## src/hdl/assert_macros.svh

```systemverilog
// ---------------------------------------------------------------------------
// assert_macros.svh
// Assertion shorthands, clocked on clk_i and masked during reset.
// ---------------------------------------------------------------------------
`ifndef ASSERT_MACROS_SVH
`define ASSERT_MACROS_SVH

// property must hold at every edge out of reset
`define TCGP_ASSERT(lbl, prop) \
  lbl: assert property (@(posedge clk_i) disable iff (!rst_ni) prop) \
    else $error("tcgp assertion failed");

// expression must never be true out of reset
`define TCGP_NEVER(lbl, expr) \
  lbl: assert property (@(posedge clk_i) disable iff (!rst_ni) !(expr)) \
    else $error("tcgp forbidden condition");

`endif

```

## src/hdl/tcgp_pkg.sv

```systemverilog
// ---------------------------------------------------------------------------
// tcgp_pkg
// Shared types, constants and font ROM of the glyph plotter.
// ---------------------------------------------------------------------------
package tcgp_pkg;

  localparam int unsigned DimW   = 11;
  localparam int unsigned PosW   = 10;
  localparam int unsigned MaskW  = 3;
  localparam int unsigned GlyphW = 15;
  localparam int unsigned CfgIdxW = 2;

  localparam logic [DimW-1:0] MaxDim     = 11'd1024;
  localparam logic [DimW-1:0] PosMax     = 11'd2047;
  localparam logic [DimW-1:0] WidthRst   = 11'd320;
  localparam logic [DimW-1:0] HeightRst  = 11'd240;
  localparam logic [7:0]      CodeFirst  = 8'h21;
  localparam logic [7:0]      CodeEnd    = 8'h7F;
  localparam logic [DimW:0]   LineStep   = 12'd6;
  localparam logic [DimW:0]   CharStep   = 12'd4;
  localparam logic [DimW:0]   GlyphWd    = 12'd3;
  localparam logic [DimW:0]   GlyphHt    = 12'd5;

  localparam logic [CfgIdxW-1:0] RegWidth  = 2'd0;
  localparam logic [CfgIdxW-1:0] RegHeight = 2'd1;

  localparam logic KindRow    = 1'b0;
  localparam logic KindScroll = 1'b1;

  localparam int unsigned QDepth = 2;
  localparam int unsigned QAw    = 1;
  localparam int unsigned QCntW  = 2;

  localparam logic [2:0] LastRow = 3'd4;

  typedef struct packed {
    logic              scroll;
    logic              draw;
    logic [PosW-1:0]   x;
    logic [PosW-1:0]   y;
    logic [GlyphW-1:0] glyph;
  } cmd_t;

  // one octal digit per row, top row first; 4 = left pixel
  localparam logic [GlyphW-1:0] FONT [94] = '{
    15'o22202, 15'o55000, 15'o07570, 15'o76737, 15'o51245, 15'o24653, 15'o22000,
    15'o12221, 15'o42224, 15'o52725, 15'o02720, 15'o00062, 15'o00700, 15'o00002,
    15'o11244, 15'o25552, 15'o62227, 15'o61247, 15'o61216, 15'o55711, 15'o74616,
    15'o24652, 15'o71111, 15'o25252, 15'o35311, 15'o02020, 15'o02062, 15'o12421,
    15'o07070, 15'o42124, 15'o61302, 15'o75547, 15'o25755, 15'o65656, 15'o34443,
    15'o65556, 15'o74647, 15'o74644, 15'o24553, 15'o55755, 15'o72227, 15'o11152,
    15'o55655, 15'o44447, 15'o77755, 15'o17774, 15'o25552, 15'o65644, 15'o25573,
    15'o65655, 15'o34216, 15'o72222, 15'o55557, 15'o55572, 15'o55777, 15'o55255,
    15'o55222, 15'o71247, 15'o32223, 15'o44211, 15'o62226, 15'o25000, 15'o00007,
    15'o42100, 15'o25755, 15'o65656, 15'o34443, 15'o65556, 15'o74647, 15'o74644,
    15'o24553, 15'o55755, 15'o72227, 15'o11152, 15'o55655, 15'o44447, 15'o77755,
    15'o17774, 15'o25552, 15'o65644, 15'o25573, 15'o65655, 15'o34216, 15'o72222,
    15'o55557, 15'o55572, 15'o55777, 15'o55255, 15'o55222, 15'o71247, 15'o12621,
    15'o22222, 15'o42324, 15'o02520
  };

endpackage

```

## src/hdl/text_console_glyph_plotter_top.sv

```systemverilog
// Path: each command is registered in the queue and then in the result sequencer.
// Output: a drawn glyph gives five row writes on the result port, a scroll one more;
//   the result sequencer sets this, a 2-entry queue lets input run ahead.
// Characters that draw nothing and do not scroll push no command and give no result.
// Reset: cursor at column 0, row 0, line start; width 320, height 240.
// ---------------------------------------------------------------------------
// text_console_glyph_plotter_top
// 3x5 font text console: characters in, scroll and glyph row writes out.
// ---------------------------------------------------------------------------
`include "assert_macros.svh"

module text_console_glyph_plotter_top import tcgp_pkg::*; (
  input  logic               clk_i,
  input  logic               rst_ni,
  input  logic               cfg_we_i,
  input  logic [CfgIdxW-1:0] cfg_index_i,
  input  logic [DimW-1:0]    cfg_data_i,
  input  logic               in_valid_i,
  output logic               in_ready_o,
  input  logic [7:0]         char_code_i,
  input  logic               end_of_line_i,
  output logic               out_valid_o,
  input  logic               out_ready_i,
  output logic               kind_o,
  output logic [PosW-1:0]    pixel_x_o,
  output logic [PosW-1:0]    pixel_y_o,
  output logic [MaskW-1:0]   row_mask_o,
  output logic               last_o
);

  logic push_valid, push_ready, pop_valid, pop_ready;
  cmd_t push_cmd, pop_cmd;

  tcgp_front u_front (
    .clk_i, .rst_ni, .cfg_we_i, .cfg_index_i, .cfg_data_i,
    .in_valid_i, .in_ready_o, .char_code_i, .end_of_line_i,
    .push_valid_o (push_valid),
    .push_ready_i (push_ready),
    .push_cmd_o   (push_cmd)
  );

  tcgp_queue u_queue (
    .clk_i, .rst_ni,
    .push_valid_i (push_valid),
    .push_ready_o (push_ready),
    .push_cmd_i   (push_cmd),
    .pop_valid_o  (pop_valid),
    .pop_ready_i  (pop_ready),
    .pop_cmd_o    (pop_cmd)
  );

  tcgp_back u_back (
    .clk_i, .rst_ni,
    .pop_valid_i (pop_valid),
    .pop_ready_o (pop_ready),
    .pop_cmd_i   (pop_cmd),
    .out_valid_o, .out_ready_i, .kind_o, .pixel_x_o, .pixel_y_o, .row_mask_o, .last_o
  );

  `TCGP_ASSERT(a_scroll_zero, out_valid_o && kind_o |-> pixel_x_o == '0 && pixel_y_o == '0 && row_mask_o == '0)
  `TCGP_ASSERT(a_burst_cont, out_valid_o && out_ready_i && !last_o |=> out_valid_o && kind_o == KindRow)
  `TCGP_ASSERT(a_row_step, out_valid_o && out_ready_i && !last_o && kind_o == KindRow |=> pixel_y_o == $past(pixel_y_o) + 10'd1 && pixel_x_o == $past(pixel_x_o))

endmodule

```

## src/hdl/tcgp_front.sv

```systemverilog
// ---------------------------------------------------------------------------
// tcgp_front
// Takes characters, keeps the cursor and builds one command per character that scrolls or draws.
// ---------------------------------------------------------------------------
module tcgp_front import tcgp_pkg::*; (
  input  logic               clk_i,
  input  logic               rst_ni,
  input  logic               cfg_we_i,
  input  logic [CfgIdxW-1:0] cfg_index_i,
  input  logic [DimW-1:0]    cfg_data_i,
  input  logic               in_valid_i,
  output logic               in_ready_o,
  input  logic [7:0]         char_code_i,
  input  logic               end_of_line_i,
  output logic               push_valid_o,
  input  logic               push_ready_i,
  output cmd_t               push_cmd_o
);

  logic [DimW-1:0] width_q, height_q;
  logic [DimW-1:0] col_q, col_d;
  logic [DimW-1:0] row_q, row_d;
  logic            sol_q, sol_d;

  logic [DimW-1:0] w, h;
  logic [DimW-1:0] row1, col1;
  logic [DimW:0]   col_inc, row_inc;
  logic            scroll, draw, printable;
  logic [6:0]      font_idx;
  logic [7:0]      code_off;
  logic            accept;

  assign w = (width_q  > MaxDim) ? MaxDim : width_q;
  assign h = (height_q > MaxDim) ? MaxDim : height_q;

  always_comb begin
    scroll    = sol_q && (({1'b0, row_q} + LineStep) > {1'b0, h});
    row1      = row_q;
    if (scroll) begin
      row1 = (row_q >= LineStep[DimW-1:0]) ? row_q - LineStep[DimW-1:0] : '0;
    end
    col1      = sol_q ? '0 : col_q;
    printable = (char_code_i >= CodeFirst) && (char_code_i < CodeEnd);
    draw      = printable && (({1'b0, col1} + GlyphWd) <= {1'b0, w})
                && (({1'b0, row1} + GlyphHt) <= {1'b0, h});
    col_inc   = {1'b0, col1} + CharStep;
    row_inc   = {1'b0, row1} + LineStep;
    if (end_of_line_i) begin
      col_d = '0;
      row_d = row_inc[DimW] ? PosMax : row_inc[DimW-1:0];
      sol_d = 1'b1;
    end else begin
      col_d = col_inc[DimW] ? PosMax : col_inc[DimW-1:0];
      row_d = row1;
      sol_d = 1'b0;
    end
  end

  assign code_off = char_code_i - CodeFirst;
  assign font_idx = code_off[6:0];

  assign in_ready_o   = push_ready_i;
  assign accept       = in_valid_i && in_ready_o;
  assign push_valid_o = in_valid_i && (scroll || draw);

  always_comb begin
    push_cmd_o.scroll = scroll;
    push_cmd_o.draw   = draw;
    push_cmd_o.x      = col1[PosW-1:0];
    push_cmd_o.y      = row1[PosW-1:0];
    push_cmd_o.glyph  = printable ? FONT[font_idx] : '0;
  end

  always_ff @(posedge clk_i or negedge rst_ni) begin
    if (!rst_ni) begin
      width_q  <= WidthRst;
      height_q <= HeightRst;
      col_q    <= '0;
      row_q    <= '0;
      sol_q    <= 1'b1;
    end else begin
      if (cfg_we_i) begin
        unique case (cfg_index_i)
          RegWidth:  width_q  <= cfg_data_i;
          RegHeight: height_q <= cfg_data_i;
          default: ;
        endcase
      end
      if (accept) begin
        col_q <= col_d;
        row_q <= row_d;
        sol_q <= sol_d;
      end
    end
  end

endmodule

```

## src/hdl/tcgp_queue.sv

```systemverilog
// ---------------------------------------------------------------------------
// tcgp_queue
// Two-entry command FIFO between front and back.
// ---------------------------------------------------------------------------
module tcgp_queue import tcgp_pkg::*; (
  input  logic clk_i,
  input  logic rst_ni,
  input  logic push_valid_i,
  output logic push_ready_o,
  input  cmd_t push_cmd_i,
  output logic pop_valid_o,
  input  logic pop_ready_i,
  output cmd_t pop_cmd_o
);

  cmd_t             mem_q [QDepth];
  logic [QAw-1:0]   wr_q, rd_q;
  logic [QCntW-1:0] cnt_q;
  logic             do_push, do_pop;

  assign push_ready_o = (cnt_q != QCntW'(QDepth));
  assign pop_valid_o  = (cnt_q != '0);
  assign pop_cmd_o    = mem_q[rd_q];
  assign do_push      = push_valid_i && push_ready_o;
  assign do_pop       = pop_valid_o && pop_ready_i;

  always_ff @(posedge clk_i) begin
    if (do_push) begin
      mem_q[wr_q] <= push_cmd_i;
    end
  end

  always_ff @(posedge clk_i or negedge rst_ni) begin
    if (!rst_ni) begin
      wr_q  <= '0;
      rd_q  <= '0;
      cnt_q <= '0;
    end else begin
      if (do_push) wr_q <= wr_q + 1'b1;
      if (do_pop)  rd_q <= rd_q + 1'b1;
      if (do_push && !do_pop) begin
        cnt_q <= cnt_q + 1'b1;
      end else if (do_pop && !do_push) begin
        cnt_q <= cnt_q - 1'b1;
      end
    end
  end

endmodule

```

## src/hdl/tcgp_back.sv

```systemverilog
// ---------------------------------------------------------------------------
// tcgp_back
// Plays out one command: optional scroll, then five glyph row writes if it draws.
// ---------------------------------------------------------------------------
module tcgp_back import tcgp_pkg::*; (
  input  logic             clk_i,
  input  logic             rst_ni,
  input  logic             pop_valid_i,
  output logic             pop_ready_o,
  input  cmd_t             pop_cmd_i,
  output logic             out_valid_o,
  input  logic             out_ready_i,
  output logic             kind_o,
  output logic [PosW-1:0]  pixel_x_o,
  output logic [PosW-1:0]  pixel_y_o,
  output logic [MaskW-1:0] row_mask_o,
  output logic             last_o
);

  logic        busy_q;
  logic        scr_q, scr_d;
  logic [2:0]  idx_q, idx_d;
  cmd_t        cur_q;
  logic        fire, done;

  assign out_valid_o = busy_q;
  assign fire        = busy_q && out_ready_i;
  assign last_o      = scr_q ? !cur_q.draw : (idx_q == LastRow);
  assign done        = fire && last_o;
  assign pop_ready_o = !busy_q || done;

  always_comb begin
    kind_o     = scr_q ? KindScroll : KindRow;
    pixel_x_o  = scr_q ? '0 : cur_q.x;
    pixel_y_o  = scr_q ? '0 : cur_q.y + PosW'(idx_q);
    row_mask_o = '0;
    if (!scr_q) begin
      case (idx_q)
        3'd0:    row_mask_o = cur_q.glyph[14:12];
        3'd1:    row_mask_o = cur_q.glyph[11:9];
        3'd2:    row_mask_o = cur_q.glyph[8:6];
        3'd3:    row_mask_o = cur_q.glyph[5:3];
        default: row_mask_o = cur_q.glyph[2:0];
      endcase
    end
  end

  always_comb begin
    scr_d = scr_q;
    idx_d = idx_q;
    if (fire) begin
      if (scr_q) scr_d = 1'b0;
      else       idx_d = idx_q + 3'd1;
    end
  end

  always_ff @(posedge clk_i) begin
    if (pop_valid_i && pop_ready_o) begin
      cur_q <= pop_cmd_i;
    end
  end

  always_ff @(posedge clk_i or negedge rst_ni) begin
    if (!rst_ni) begin
      busy_q <= 1'b0;
      scr_q  <= 1'b0;
      idx_q  <= '0;
    end else if (pop_ready_o) begin
      busy_q <= pop_valid_i;
      scr_q  <= pop_cmd_i.scroll;
      idx_q  <= '0;
    end else begin
      scr_q <= scr_d;
      idx_q <= idx_d;
    end
  end

endmodule

```

## config.mk

```make
export PLATFORM = sky130hd
export DESIGN_NAME = text_console_glyph_plotter_top
export DESIGN_NICKNAME = d
export VERILOG_FILES = /design/src/hdl/tcgp_pkg.sv /design/src/hdl/text_console_glyph_plotter_top.sv /design/src/hdl/tcgp_front.sv /design/src/hdl/tcgp_queue.sv /design/src/hdl/tcgp_back.sv
export VERILOG_INCLUDE_DIRS = /design/src /design/src/hdl
export SDC_FILE = /design/constraint.sdc
export NUM_CORES = 1
export LEC_CHECK = 0
export ABC_AREA = 1
export BUFFER_PORTS_ARGS = -buffer_cell sky130_fd_sc_hd__buf_2
export CAP_MARGIN = 15
export CELL_PAD_IN_SITES_DETAIL_PLACEMENT = 0
export CELL_PAD_IN_SITES_GLOBAL_PLACEMENT = 2
export CORE_MARGIN = 5
export CORE_UTILIZATION = 34
export CTS_CLUSTER_DIAMETER = 40
export DETAILED_ROUTE_END_ITERATION = 16
export GPL_TIMING_DRIVEN = 0
export PLACE_DENSITY_LB_ADDON = 0.1
export SLEW_MARGIN = 40
export SYNTH_ARGS = -nofsm -noshare
export SYNTH_HDL_FRONTEND = slang
export SYNTH_HIERARCHICAL = 1
export SYNTH_SLANG_ARGS = --single-unit
```

## constraint.sdc

```tcl
create_clock -name clk_i -period 5.8 [get_ports clk_i]
set_input_delay 0.58 -clock clk_i [delete_from_list [all_inputs] [get_ports clk_i]]
set_output_delay 0.58 -clock clk_i [all_outputs]
set_load 0.05 [all_outputs]
```

# Yosys cells after proc, flatten, opt, wreduce, memory -nomap -nowiden
# Memories as Yosys holds them, arrays and structs flattened.
# Index checks and enable logic that the tools add are counted.
[word_totals]
ff_bits = 90
mem_bits_rw = 74
mem_bits_ro = 1920
in_bits = 27
output_inout_bits = 27
word_cells = 101
mem_count = 2
[op_classes]
add_sub_neg = 13
magnitude_cmp = 9
eq_ne = 7
n_mux = 28
bitwise_logic = 1
reduce_logical = 26
[memory_table]
columns = ["memory", "depth", "width", "read_ports", "rd_ports_with_merged_regs", "wr", "line_no", "rtl"]
rows = [
  ["(name not given)", 128, 15, 1, 0, 0, "tcgp_front.sv:71", "push_cmd_o.glyph = printable ? FONT[font_idx] : '0;"],
  ["u_queue.mem_q", 2, 37, 1, 0, 1, "tcgp_queue.sv:16", "cmd_t mem_q [QDepth];"],
]
[ops]
columns = ["op", "count"]
rows = [
  ["$mux 11", 9],
  ["$add 11x3->12 const B", 4],
  ["$mux 15", 3],
  ["$le 12x11->1", 2],
  ["$gt 11x11->1 const B", 2],
  ["$mux 10", 2],
  ["$add 11x2->12 const B", 1],
  ["$gt 12x11->1", 1],
  ["$logic_and 1x1->1", 12],
  ["$mux 3", 4],
  ["$pmux 3 s4", 1],
  ["$ge 11x3->1 const B", 1],
  ["$sub 11x3->11 const B", 1],
  ["$add 10x3->10", 1],
  ["$ge 8x6->1 const B", 1],
  ["$ge 8x8->1 const B", 1],
  ["$lt 8x7->1 const B", 1],
  ["$not 7->8", 1],
  ["$mux 1", 7],
  ["$sub 7x6->7 const B", 1],
  ["$eq 3x2->1 const B", 2],
  ["$reduce_and 2->1", 3],
  ["$reduce_bool 2->1", 3],
  ["$logic_not 1->1", 4],
  ["other kinds (13)", 16],
]

# Longest topological paths before layout
[depth]
depth_word = 15
depth_mapped = 46
mapped_depth_nobuf = 45

# Modules after synthesis
# Netlist, hierarchy kept.
[by_module_without_submodules]
columns = ["module", "instances", "cells_per_inst", "area_each_um2", "seq_area_each_um2"]
rows = [
  ["tcgp_front", 1, 968, 5919.4, 1134.8],
  ["tcgp_queue", 1, 222, 2926.6, 2322.2],
  ["tcgp_back", 1, 180, 1913.1, 1206.2],
]

# Worst setup path before layout
# OpenSTA, ideal clock, no wires.
[synth_path]
kind = "flip-flop to flip-flop"
from = "register u_front.row_q[1]"
to = "memory u_queue/mem_q[0][0] (netlist name) (enable)"
setup_ns = 0.431
arrival_time_ns = 5.911
required_ns = 5.369
path_slack_ns = -0.542
path_stages_with_launch = 35
n_path_buf = 1
path_cell_list = "dfrtp_1 > inv_1 > a21oi_1 > inv_1 > nor3_1 > nand3_1 > xor2_1 > ha_1 > and3_1 > nand4_1 > nand2_4 > nand2_4 > buf_8 > nand2_1 > nand2_1 > inv_1 > ha_1 > nand2_1 > nand2_1 > nand2_1 > nor2_1 > xor2_1 > inv_1 > ha_1 > a21oi_1 > o21ai_0 > a21oi_1 > o21ai_0 > a21oi_1 > a21oi_1 > nor2_1 > nand2_1 > a21boi_1 > nand2_1 > nor2_1"
[synth_lines]
columns = ["element", "line_no", "rtl"]
rows = [
  ["start, declared", "tcgp_front.sv:22", "logic [DimW-1:0] row_q, row_d;"],
  ["start signal, assigned", "tcgp_front.sv:91", "row_q <= row_d;"],
  ["end, declared", "tcgp_queue.sv:16", ""],
]

# Worst setup path after layout
[layout_path]
from = "register u_front.height_q[5]"
to = "memory u_queue/mem_q[0][33] (netlist name) (enable)"
[layout_via]
elab_chain_cells = 13
[layout_rtl]
columns = ["element", "line_no", "rtl"]
rows = [
  ["start, declared", "tcgp_front.sv:20", "logic [DimW-1:0] width_q, height_q;"],
  ["start signal, assigned", "tcgp_front.sv:77", "height_q <= HeightRst;"],
  ["start signal, assigned", "tcgp_front.sv:85", "RegHeight: height_q <= cfg_data_i;"],
  ["$gt 11x11->1", "tcgp_front.sv:34", "assign h = (height_q > MaxDim) ? MaxDim : height_q;"],
  ["$mux 11 (*)", "tcgp_front.sv:34", ""],
  ["$gt 12x11->1", "tcgp_front.sv:37", "scroll = sol_q && (({1'b0, row_q} + LineStep) > {1'b0, h});"],
  ["$logic_and 1x1->1", "tcgp_front.sv:37", ""],
  ["$mux 11", "tcgp_front.sv:39", "if (scroll) begin"],
  ["$add 11x3->12", "tcgp_front.sv:45", "&& (({1'b0, row1} + GlyphHt) <= {1'b0, h});"],
  ["$le 12x11->1", "tcgp_front.sv:45", ""],
  ["$logic_and 1x1->1", "tcgp_front.sv:45", ""],
  ["$logic_or 1x1->1 (*)", "tcgp_front.sv:64", "assign push_valid_o = in_valid_i && (scroll || draw);"],
  ["$logic_and 1x1->1 (*)", "tcgp_front.sv:64", ""],
  ["named net push_valid", "text_console_glyph_plotter_top.sv:31", "logic push_valid, push_ready, pop_valid, pop_ready;"],
  ["$logic_and 1x1->1 (*)", "tcgp_queue.sv:24", "assign do_push = push_valid_i && push_ready_o;"],
  ["$mux 1 (*)", "tcgp_queue.sv:28", "if (do_push) begin"],
  ["$mux 1 (not written as such) (*)", "tcgp_queue.sv:29", "mem_q[wr_q] <= push_cmd_i;"],
]
# The timed path passes the listed nets; every way through them passes the cells marked *.

==> results_tabular.tex <==
\begin{tabular}{lr}
\hline
Metric & Value \\
\hline
\multicolumn{2}{l}{\textbf{Status}} \\
\quad Outcome & completed \\
\multicolumn{2}{l}{\textbf{GRT}} \\
\quad Overall Global Routing Usage & 18.9\% \\
\quad Global-route wire length before repair & 52.5 mm \\
\quad Number of antenna violations at the first check in global routing & 0 \\
\quad Final global-route overflow total & 0 \\
\quad Largest net degree at the start of global routing & 39 \\
\quad Number of global-route vias before repair & 9180 \\
\multicolumn{2}{l}{\textbf{Critical path}} \\
\quad Number of cells on the worst reg-to-reg path & 39 \\
\quad CP Launch Type & flop \\
\quad Worst reg2reg path startpoint & u\_front/height\_q[5] \\
\quad Most common cell type on the critical path & sky130\_fd\_sc\_hd\_\_nand2\_1 \\
\quad Worst R2R End & u\_queue/mem\_q[0][33] \\
\quad FF-to-FF setup slack & a little under 300 ps \\
\quad Arrival time reported for the critical path endpoint & 5650 ps \\
\quad Kind of critical path & flop to flop \\
\quad Worst-path fanout max & 6 \\
\quad Worst endpoint required time & 5950 ps \\
\quad End of the critical path & u\_queue/mem\_q[0][33] \\
\quad Kind of capture point of the worst setup path & flop \\
\quad Launching instance or port of the critical path & u\_front/height\_q[5] \\
\quad Slowest library cell on the worst path & sky130\_fd\_sc\_hd\_\_dfstp\_2 \\
\quad Crit-path max cell delay & about 560 ps \\
\multicolumn{2}{l}{\textbf{Placed design}} \\
\quad Weighted congestion at the end of routability-driven global placement & 0.920 \\
\quad Placed cells & around 1800 \\
\quad Buffers on Ports & 53 \\
\quad Half-perimeter wire length after detailed placement & 25.8 mm \\
\multicolumn{2}{l}{\textbf{Yosys}} \\
\quad Count of different cell masters after synthesis & 55 \\
\quad XOR/XNOR Fraction of Synth Area & under 10\% \\
\quad Commonest cells in the synthesized netlist & sky130\_fd\_sc\_hd\_\_nand2\_1 (358), sky130\_fd\_sc\_hd\_\_inv\_1 (168), sky130\_fd\_sc\_hd\_\_nor2\_1 (161), sky130\_fd\_sc\_hd\_\_o21ai\_0 (121), sky130\_fd\_sc\_hd\_\_edfxtp\_1 (110) \\
\quad Post-synthesis compound-gate area fraction & 12.5\% \\
\quad Multiplexer fraction of the synthesized cell area & 0\% \\
\quad Largest family of logic cells by synthesized area & simple AND/OR/NAND/NOR gates \\
\quad Area share of fa/ha/maj cells after synthesis & 7.16\% \\
\quad Async set or reset register ratio after synthesis & 32.9\% \\
\quad \#FFs+latches synth & 164 \\
\quad Average footprint of a synthesized cell & about 7.9 µm² \\
\quad Yosys warning count & 6 \\
\quad Most frequent cell after synthesis & sky130\_fd\_sc\_hd\_\_nand2\_1 \\
\quad Fraction of the yosys area taken by sequential cells & 43.3\% \\
\quad Synth top area share & slightly above 30\% \\
\quad Post-Synth Simple-Gate Area & 26.0\% \\
\quad Nets in the synthesized netlist & 1458 \\
\quad Cell types occupying the most area after synthesis & sky130\_fd\_sc\_hd\_\_edfxtp\_1 (31\%), sky130\_fd\_sc\_hd\_\_nand2\_1 (12\%), sky130\_fd\_sc\_hd\_\_dfrtp\_1 (11\%) \\
\quad Number of enable flip-flop cells after synthesis & 110 \\
\quad Syn Std Cell Area & 0.0108 mm² \\
\quad Biggest area consumer among synthesized cells & sky130\_fd\_sc\_hd\_\_edfxtp\_1 \\
\quad Most frequently used flop master after synthesis & sky130\_fd\_sc\_hd\_\_edfxtp\_1 \\
\quad Synthesized instance count & roughly 1400 \\
\multicolumn{2}{l}{\textbf{CTS}} \\
\quad \# clock sinks & 164 \\
\quad Clock buffer count from CTS & 17 \\
\quad Clock tree from TritonCTS & built \\
\quad Post-cts hold buffer count & 0 \\
\quad Total number of H-tree levels & 4 \\
\quad Bufs on Longest Clock Path & 2 \\
\quad Clk Tree Root Cell & sky130\_fd\_sc\_hd\_\_clkbuf\_16 \\
\quad Clock latency reported for the late side of the worst-skew pair & between 400 and 500 ps \\
\quad Clk slew on worst S/H paths & 70 ps \\
\multicolumn{2}{l}{\textbf{Power}} \\
\quad Share of total power in combinational logic & 58.0\% \\
\quad Share of power burned in registers & 26.2\% \\
\quad Power per unit of standard cell area & 540 mW/mm² \\
\quad Cell internal pwr & roughly 0.0037 W \\
\quad Pleak & 5.73 nW \\
\quad Clock network fraction of total power & 15.8\% \\
\quad Net switching power of the design & 0.00322 W \\
\quad Maximum vdd drop & 0.000234 V \\
\quad Share of total power consumed by net switching & 46.8\% \\
\multicolumn{2}{l}{\textbf{Drt}} \\
\quad Post-DRT Antenna Nets & 0 \\
\quad Number of vias in the routed layout & roughly 9400 \\
\quad Final routed wirelength across all metal layers & around 34 mm \\
\quad 1st-iter DRT viols & 672 \\
\quad WL per Instance & 17.9 µm \\
\quad Vias per inst & 4.98 \\
\quad First drt pass iteration count & 5 \\
\quad Remaining routing DRC violations & 0 \\
\multicolumn{2}{l}{\textbf{Floorplanning}} \\
\quad Number of core rows & 65 \\
\quad Area of the placeable core & 0.0314 mm² \\
\quad Number of top-level pins & 54 \\
\quad Vertical extent of the die & 188 µm \\
\quad Horizontal die dimension & 188 µm \\
\quad Floorplan die area & 0.0353 mm² \\
\quad Initial cell density of the core & 34.3\% \\
\multicolumn{2}{l}{\textbf{Layout}} \\
\quad Share of final-layout standard cells stronger than drive strength 1 & 16.5\% \\
\quad P\&R area growth vs syn & 18.5\% \\
\quad Number of standard cells in the final layout excluding fillers & 1894 \\
\quad Final antenna diode count & 0 \\
\quad Filler Cell Count & 3291 \\
\quad Post-layout nets & 1567 \\
\multicolumn{2}{l}{\textbf{STA}} \\
\quad Share of the clock period used by the worst path & 94.9\% \\
\quad Worst clock skew on the final layout & 15.2 ps \\
\quad Peak clock frequency supported by timing & 182 MHz \\
\quad Crit path time final & 5500 ps \\
\quad Fin. Hold Viols & 0 \\
\quad Worst-case headroom to the max-slew limit & a little over half \\
\quad Final setup fails & 0 \\
\quad Transition at the pin with the smallest max-transition slack & between 700 and 800 ps \\
\quad Total negative setup slack & 0 ps \\
\quad Final Max Tran Viols & 0 \\
\multicolumn{2}{l}{\textbf{Run}} \\
\quad Number of max-cap violations & 0 \\
\multicolumn{2}{l}{\textbf{Min path}} \\
\quad Kind of path behind the tightest hold check & input port to asynchronous set/reset pin \\
\hline
\end{tabular}
what timing repair did:
action,CTS,global route
cloned,0,3
gates resized for setup,15,40
pin swaps,12,25
setup buffers,13,13
hold endpoints to repair,0,0
endpoints found under the setup margin,77,77
kinds of logic after synthesis:
logic type / count (synthesis)
AND/OR/NAND/NOR: 655
AO/OA/AOI/OAI: 237
buffers and inverters: 227
XOR/XNOR: 26
adder cells (fa/ha/maj): 61
flip-flops: 164
cell type report:
cell class | count | area, µm² | share of cell area (%)
multi-input combinational | 979 | 5380 | 42.1
timing repair inverter | 1 | 3.75 | 0.0294
clock buffer | 19 | 433 | 3.39
sequential | 164 | 4660 | 36.6
buffer | 46 | 268 | 2.10
clock inverter | 13 | 124 | 0.971
timing repair buffer | 89 | 699 | 5.48
inverter | 181 | 686 | 5.38
tap | 402 | 503 | 3.94
how the worst min path moves through the flow:
stage / depth (start not counted) / slack, ps / endpoint / start
after global routing: 1 / 20 / u_back/idx_q[1] / rst_ni
after floorplan: 0 / 280 / u_back/idx_q[0] / rst_ni
final: 1 / 30 / u_back/idx_q[1] / rst_ni
after global placement: 2 / 470 / u_front/height_q[10] / u_front/height_q[10]
after CTS: 1 / 20 / u_back/idx_q[1] / rst_ni
after detailed placement: 1 / 490 / u_back/idx_q[1] / rst_ni
routing by layer:
metal / share of wire [%] / global-route usage [%] / vias to the layer above
li1: - / - / 4741
met1: 48 / 26.7 / 4431
met2: 45 / 29.8 / 224
met3: 4.3 / 3.20 / 41
met4: 2.4 / 6.21 / 0
met5: 0 / 0 / -
state kept, by name, indices dropped and copies added (netlist names), 2 cells and up:
register          flops
u_queue/mem_q        74
u_back/cur_q         36
u_front/col_q        11
u_front/height_q     11
u_front/row_q        11
u_front/width_q      11
u_back/idx_q          3
u_queue/cnt_q         2
cells in the final DEF, fill, tap and decap left out, drive strengths merged, types with 6 or more instances in the layout:
cell type / Yosys / final
nand3: 72 / 72
ha: 60 / 60
dfrtp: 47 / 47
nor4: 7 / 7
clkbuf: 22 / 44
nand2: 373 / 373
nor3: 12 / 12
xor2: 24 / 24
o22ai: 6 / 6
buf: 24 / 110
clkinv: 5 / 9
nand4: 13 / 13
o211ai: 9 / 9
edfxtp: 110 / 110
nor2: 168 / 168
inv: 176 / 182
dfstp: 7 / 7
a31oi: 12 / 12
o21ai: 126 / 126
a21oi: 59 / 59
power by group through the flow:
stage	sequential, W	clock, W	combinational [W]
after floorplan	0.00181	0	0.00247
after global placement	0.00185	0	0.00337
after detailed placement	0.00184	0	0.00347
after CTS	0.00180	0.00112	0.00365
after global routing	0.00183	0.00117	0.00444
final	0.00180	0.00109	0.00400
worst max-delay path, delay by kind of cell (launching register included):
| family | cells | cell delay, ps |
|---|---|---|
| compound gates | 8 | 960 |
| buf+inv | 6 | 810 |
| fa+ha+maj | 3 | 630 |
| flops | 1 | 560 |
| xor+xnor | 1 | 210 |
| simple gates | 21 | 2040 |
through the flow:
step / util [%] / power, W / setup WS [ps] / hold slack [ps] / cell area, µm²
after CTS: 39.6 / 0.00657 / 10.7 / 20.2 / 12400
after floorplan: - / 0.00428 / -542 / 284 / 10800
after global placement: 36.7 / 0.00522 / -2820 / 472 / 11500
final: 40.6 / 0.00689 / 297 / 30.3 / 12800
after detailed placement: 37.3 / 0.00531 / -812 / 486 / 11700
after global routing: 40.6 / 0.00745 / -60.0 / 20.9 / 12800
Note: power is estimated with default switching activity, not from simulation.
